## src/sv/psl_pkg.sv

```systemverilog
package psl_pkg;

   // Row geometry
   localparam int DEPTH   = 16;
   localparam int DATA_W  = 32;
   localparam int KIND_W  = 3;
   localparam int POS_W   = 5;
   localparam int FIDX_W  = 4;
   localparam int IDX_W   = (DEPTH > 1) ? $clog2(DEPTH) : 1;
   localparam int CMP_W   = (IDX_W > POS_W) ? IDX_W : POS_W;

   // Operation codes
   typedef enum logic [KIND_W-1:0] {
      KIND_INSERT = 3'd0,
      KIND_REMOVE = 3'd1,
      KIND_UPDATE = 3'd2,
      KIND_CLEAR  = 3'd3,
      KIND_FIND   = 3'd4
   } kind_type;

   // Command broadcast to every cell in the row
   typedef struct packed {
      logic                     fire;
      kind_type                 kind;
      logic                     in_range;
      logic [CMP_W-1:0]         pos;
      logic signed [DATA_W-1:0] value;
   } cmd_type;

endpackage

```

## src/sv/psl_cell.sv

```systemverilog
module psl_cell (
   input  logic                             clock,
   input  logic                             reset,
   input  psl_pkg::cmd_type                 cmd,
   input  logic [psl_pkg::CMP_W-1:0]        cell_idx,
   input  logic signed [psl_pkg::DATA_W-1:0] left_entry,
   input  logic signed [psl_pkg::DATA_W-1:0] right_entry,
   output logic signed [psl_pkg::DATA_W-1:0] entry,
   output logic                             match
);
   import psl_pkg::*;

   logic signed [DATA_W-1:0] entry_ff;
   logic signed [DATA_W-1:0] entry_in;
   logic                     match_ff;

   // Pick the next entry from own value, a neighbor, the command value or zero on a clear
   always_comb begin
      entry_in = entry_ff;
      if (cmd.fire) begin
         unique case (cmd.kind)
            KIND_INSERT: begin
               if (cmd.in_range) begin
                  if (cell_idx == cmd.pos) begin
                     entry_in = cmd.value;
                  end else if (cell_idx > cmd.pos) begin
                     entry_in = left_entry;
                  end
               end
            end
            KIND_REMOVE: begin
               if (cmd.in_range && (cell_idx >= cmd.pos)) begin
                  entry_in = right_entry;
               end
            end
            KIND_UPDATE: begin
               if (cmd.in_range && (cell_idx == cmd.pos)) begin
                  entry_in = cmd.value;
               end
            end
            KIND_CLEAR: begin
               entry_in = '0;
            end
            default: begin
               entry_in = entry_ff;
            end
         endcase
      end
   end

   // Hold the entry; clear on reset
   always_ff @(posedge clock) begin
      if (reset) begin
         entry_ff <= '0;
      end else begin
         entry_ff <= entry_in;
      end
   end

   // Capture the key compare against the entry as the beat arrives
   always_ff @(posedge clock) begin
      if (cmd.fire) begin
         match_ff <= (entry_ff == cmd.value);
      end
   end

   assign entry = entry_ff;
   assign match = match_ff;

endmodule

```

## src/sv/positional_shift_list_top.sv

```systemverilog
// An accepted request passes the stage register, then the output register.
// One operation per cycle while results are taken; the cells shift, write and
// compare in the accept cycle, and the lowest-match encode reads the matches.
// Result stalls back up through one stage register and the output register.
// Reset (synchronous, active high) zeros every entry and empties both stages;
// the block takes a request in the first cycle after reset.
module positional_shift_list_top (
   input  logic                              clock,
   input  logic                              reset,
   input  logic                              req_valid,
   output logic                              req_ready,
   input  logic [psl_pkg::KIND_W-1:0]        req_kind,
   input  logic [psl_pkg::POS_W-1:0]         req_position,
   input  logic signed [psl_pkg::DATA_W-1:0] req_value,
   output logic                              rsp_valid,
   input  logic                              rsp_ready,
   output logic                              rsp_ok,
   output logic                              rsp_found,
   output logic [psl_pkg::FIDX_W-1:0]        rsp_found_index
);
   import psl_pkg::*;

   cmd_type                  cmd;
   kind_type                 kind;
   logic                     in_range;
   logic                     op_ok;
   logic signed [DATA_W-1:0] entries [DEPTH];
   logic [DEPTH-1:0]         match_vec;

   logic                     s1_valid_ff;
   logic                     s1_ok_ff;
   logic                     s1_find_ff;
   logic                     s1_adv;

   logic                     rsp_valid_ff;
   logic                     rsp_ok_ff;
   logic                     rsp_found_ff;
   logic [FIDX_W-1:0]        rsp_found_index_ff;

   logic                     hit;
   logic [FIDX_W-1:0]        hit_idx;

   // Decode the request beat
   assign kind     = kind_type'(req_kind);
   assign in_range = (int'(req_position) < DEPTH);

   always_comb begin
      unique case (kind)
         KIND_INSERT, KIND_REMOVE, KIND_UPDATE: op_ok = in_range;
         KIND_CLEAR, KIND_FIND:                 op_ok = 1'b1;
         default:                               op_ok = 1'b0;
      endcase
   end

   // Advance the stage register when the output register is free
   assign s1_adv    = s1_valid_ff && (!rsp_valid_ff || rsp_ready);
   assign req_ready = !s1_valid_ff || s1_adv;

   assign cmd.fire     = req_valid && req_ready;
   assign cmd.kind     = kind;
   assign cmd.in_range = in_range;
   assign cmd.pos      = CMP_W'(req_position);
   assign cmd.value    = req_value;

   // Row of cells; the ends see zero from beyond the row
   for (genvar i = 0; i < DEPTH; i++) begin : g_cell
      logic signed [DATA_W-1:0] left_entry;
      logic signed [DATA_W-1:0] right_entry;

      if (i == 0) begin : g_first
         assign left_entry = '0;
      end else begin : g_inner_l
         assign left_entry = entries[i-1];
      end

      if (i == DEPTH - 1) begin : g_last
         assign right_entry = '0;
      end else begin : g_inner_r
         assign right_entry = entries[i+1];
      end

      psl_cell u_cell (
         .clock       (clock),
         .reset       (reset),
         .cmd         (cmd),
         .cell_idx    (CMP_W'(i)),
         .left_entry  (left_entry),
         .right_entry (right_entry),
         .entry       (entries[i]),
         .match       (match_vec[i])
      );
   end

   // Encode the lowest matching cell
   always_comb begin
      hit     = 1'b0;
      hit_idx = '0;
      for (int i = DEPTH - 1; i >= 0; i--) begin
         if (match_vec[i]) begin
            hit     = 1'b1;
            hit_idx = FIDX_W'(i);
         end
      end
   end

   // Stage register: status of the beat that the cells just took
   always_ff @(posedge clock) begin
      if (reset) begin
         s1_valid_ff <= 1'b0;
      end else if (cmd.fire) begin
         s1_valid_ff <= 1'b1;
      end else if (s1_adv) begin
         s1_valid_ff <= 1'b0;
      end
   end

   always_ff @(posedge clock) begin
      if (cmd.fire) begin
         s1_ok_ff   <= op_ok;
         s1_find_ff <= (kind == KIND_FIND);
      end
   end

   // Output register: hold the result until taken
   always_ff @(posedge clock) begin
      if (reset) begin
         rsp_valid_ff <= 1'b0;
      end else if (s1_adv) begin
         rsp_valid_ff <= 1'b1;
      end else if (rsp_ready) begin
         rsp_valid_ff <= 1'b0;
      end
   end

   always_ff @(posedge clock) begin
      if (s1_adv) begin
         rsp_ok_ff          <= s1_ok_ff;
         rsp_found_ff       <= s1_find_ff && hit;
         rsp_found_index_ff <= (s1_find_ff && hit) ? hit_idx : '0;
      end
   end

   assign rsp_valid       = rsp_valid_ff;
   assign rsp_ok          = rsp_ok_ff;
   assign rsp_found       = rsp_found_ff;
   assign rsp_found_index = rsp_found_index_ff;

endmodule

```

## config.mk

```make
export PLATFORM = sky130hd
export DESIGN_NAME = positional_shift_list_top
export DESIGN_NICKNAME = d
export VERILOG_FILES = /design/src/sv/psl_pkg.sv /design/src/sv/psl_cell.sv /design/src/sv/positional_shift_list_top.sv
export SDC_FILE = /design/constraint.sdc
export NUM_CORES = 2
export LEC_CHECK = 0
export ABC_AREA = 1
export BUFFER_PORTS_ARGS = -buffer_cell sky130_fd_sc_hd__buf_2
export CAP_MARGIN = 20
export CORE_ASPECT_RATIO = 0.5
export CORE_MARGIN = 5
export CORE_UTILIZATION = 70
export CTS_BUF_LIST = sky130_fd_sc_hd__clkbuf_2 sky130_fd_sc_hd__clkbuf_4 sky130_fd_sc_hd__clkbuf_8
export CTS_CLUSTER_SIZE = 16
export DETAILED_ROUTE_END_ITERATION = 10
export MAX_ROUTING_LAYER = met4
export PLACE_DENSITY = 0.87
export REMOVE_ABC_BUFFERS = 1
export SETUP_SLACK_MARGIN = 0.3
export SLEW_MARGIN = 10
export SYNTH_ARGS = -nofsm -noshare
export SYNTH_HDL_FRONTEND = slang
export SYNTH_HIERARCHICAL = 1
export SYNTH_SLANG_ARGS = --single-unit
```

## constraint.sdc

```tcl
create_clock -name clock -period 5 [get_ports clock]
set_clock_uncertainty 0.1 [all_clocks]
set_input_delay 1 -clock clock [delete_from_list [all_inputs] [get_ports clock]]
set_output_delay 1 -clock clock [all_outputs]
set_load 0.01 [all_outputs]
```

==> summary.md <==
| Metric | Value |
|---|---|
| Most frequently used flop master after synthesis | `dfxtp_1` |
| Final setup vio count | `0` |
| VDD IR max | `0.0001959 V` |
| Num CTS Buffers | `87` |
| Synth Instances | `8945` |
| CP peak stage delay | `0.72 ns` |
| Mapped cell area | `0.04939 mm^2` |
| Async S/R FF share, synth | `0` |
| Root buffer cell | `clkbuf_8` |
| Clk Latency, worst-skew pair | `0.77 ns` |
| Final period utilization | `0.6155` |
| Post-route DRC | `0` |
| Setup_tns | `0 ns` |
| Pin slew with the least headroom to its limit | `1.165 ns` |
| CTS tree | `done` |
| HP Class | `reg -> reg` |
| CTS Buffer Depth | `3` |
| Die Wd | `385.7 um` |
| RR Endpoint | `g_cell[12].u_cell/entry[28]` |
| Final Hold Viols | `0` |
| Worst endpoint required time | `5.60 ns` |
| GRT overflow | `0` |
| 1st-pass router iterations | `7` |
| Pin count of the biggest net entering global routing | `65` |
| Leakage power | `26.01 nW` |
| Delay-heaviest family, CP | `simple AND/OR/NAND/NOR gates` |
| Slew Limit Fails | `0` |
| Nets | `9070` |
| Slowest CP cell | `nand2_1` |
| Post-DR wirelength/cell | `14.89 um` |
| CP Capture Type | `register` |
| Antenna violations before repair | `6` |
| GRT Total Usage | `0.3880` |
| Area leader, netlist | `dfxtp_1` |
| First-pass GRT wire length | `243900 um` |
| Worst setup SP type | `input pin` |
| Min-delay src | `s1_ok_ff` |
| Die footprint | `0.07630 mm^2` |
| Sink Count | `538` |
| Boundary pin count | `52` |
| Commonest cells post-synth | `2221 x inv_1, 1773 x nand2_1, 1285 x nor2_1, 855 x o21ai_0, 514 x dfxtp_1` |
| Max FFs per register | `512` |
| Worst reg2reg path depth | `11` |
| Post-CTS Setup Bufs | `0` |
| GP Congestion | `0.9518` |
| Worst path arrival time | `3.68 ns` |
| Crit path time final | `3.078 ns` |
| Detailed Route Iter0 Violations | `6950` |
| Final Util | `0.7542` |
| Worst path depth | `9` |
| Share of cells above drive strength 1 | `0.04926` |
| Cells along the critical path | `buf_2 > inv_1 > nor2_1 > nand2_1 > o22ai_1 > inv_1 > o21ai_0 > nor2_1 > nor2_1` |
| Cts repair resizes | `0` |
| Worst r2r src | `rsp_valid` |
| Power density cells | `236.2 mW/mm^2` |
| Post-detail-place hpwl | `100900 um` |
| Hold path cells | `0` |
| Die Y | `197.8 um` |
| Vias/cell | `5.429` |
| Yosys Warn Count | `6` |
| Unrepaired setup endpoints after global routing | `no` |
| Area grow syn2layout | `6.003%` |
| Post-synth EDFFs | `24` |
| H-tree depth | `3` |
| Critical Setup Path Class | `in -> reg` |
| Slew margin rel. | `0.2222` |
| Avg Inst Size Synth | `5.522 um^2` |
| Initial core utilization | `0.7115` |
| Core ar. | `0.06943 mm^2` |
| Most common cell on crit path | `nor2_1` |
| Ranking of synthesized cells by area | `dfxtp_1 21%, inv_1 17%, nand2_1 13%` |
| Cell Rows | `68` |
| Vias | `54110` |
| Flop-to-flop setup slack | `2.42 ns` |
| Fmax achieved | `324.9 MHz` |
| Synth cell types | `34` |
| Non-Filler Instances | `9967` |
| Max-Cap Viols | `0` |
| Crit Path Max Fanout | `34` |
| Synth top area share | `0.2083` |
| Worst hold margin | `0.3572 ns` |
| Hold EP | `rsp_ok` |
| Crit path buffers/inverters | `3` |
| Number of global-route vias before repair | `47910` |
| CTS clk-pin slew, worst paths | `0.07 ns` |
| Cell with the most instances after synthesis | `inv_1` |
| Status | `finished clean` |
| Sequential-to-total area share from yosys stat | `0.2229` |
| Post-DRT Antenna Nets | `0` |
| Routed Wire Length | `148400 um` |
| Placed cells | `9790` |
| Synthesized flop and latch total | `538` |
| Port Buf Inserts | `51` |
| Post-CTS Hold Buffers | `0` |
==> metrics by stage <==
stage               setup WS (ns)  instance area, um^2  total power [mW]
floorplan                   1.901                47700             7.050
global placement            1.372                50210             7.957
detailed placement          1.278                50270             8.022
CTS                         2.085                52120             12.25
global route                1.789                52360             13.00
finish                      1.922                52360             12.37
==> logic make-up after synthesis <==
group                    Yosys count  share of synthesized area
AO/OA/AOI/OAI                   1949                     0.2123
XOR/XNOR                         352                    0.06241
adder cells (fa/ha/maj)           80                    0.02026
buffers and inverters           2665                     0.2146
flip-flops                       538                     0.2229
other                              2                  0.0001520
AND/OR/NAND/NOR                 3359                     0.2674
==> final cells by class <==
type,instances,area (um^2)
Multi-Input combinational cell,5884,28350
Antenna cell,8,20.02
Timing Repair Buffer,205,1579
Inverter,2230,8371
Clock inverter,11,55.05
Fill cell,6135,17070
Clock buffer,146,1797
Tap cell,945,1182
Sequential cell,538,11010
==> worst max-delay path by stage <==
| stage | end | start |
|---|---|---|
| floorplan | g_cell[13].u_cell/entry[0] | rsp_ready |
| global placement | g_cell[7].u_cell/entry[25] | req_position[2] |
| detailed placement | g_cell[10].u_cell/entry[23] | req_position[3] |
| CTS | g_cell[7].u_cell/entry[28] | req_position[2] |
| global route | g_cell[9].u_cell/entry[13] | req_kind[1] |
| finish | g_cell[9].u_cell/entry[28] | req_kind[1] |
==> worst reg2reg max path: cells and delay by family (launching register included) <==
family                 cells  cell delay (ns)
DFF                        1             0.33
AOI/OAI and AO/OA          1             0.12
and+or+nand+nor            6             0.68
buffers and inverters      4             1.26
==> power breakdown <==
group	internal (mW)	total [mW]	switching, mW
combinational	1.08	3.17	2.09
clock	2.25	4.29	2.03
sequential	4.58	4.91	0.335
==> layer usage <==
layer  wire length, um  global-route usage  vias up
li1                  -                   -    27080
met1             63830              0.5251    23460
met2             61920              0.5812     3128
met3             17530             0.06726      435
met4              5125              0.1465        0
met5                 0                   -        -
==> placed cells by master (no fill, tap or decap), types with 51 or more instances in the layout <==
cell type | netlist | layout
o22ai_1 | 496 | 496
conb_1 | 2 | 144
dfxtp_1 | 514 | 514
nor3_1 | 81 | 81
o21ai_0 | 855 | 843
nand3_1 | 129 | 129
buf_2 | 121 | 51
buf_4 | 13 | 139
clkbuf_8 | 0 | 112
a21oi_1 | 487 | 487
xnor2_1 | 217 | 217
ha_1 | 80 | 80
nor2_1 | 1285 | 1285
o21ai_1 | 75 | 81
xor2_1 | 135 | 135
inv_1 | 2221 | 2221
nand2_1 | 1773 | 1773
No activity file was read; power rests on OpenSTA's default activity.
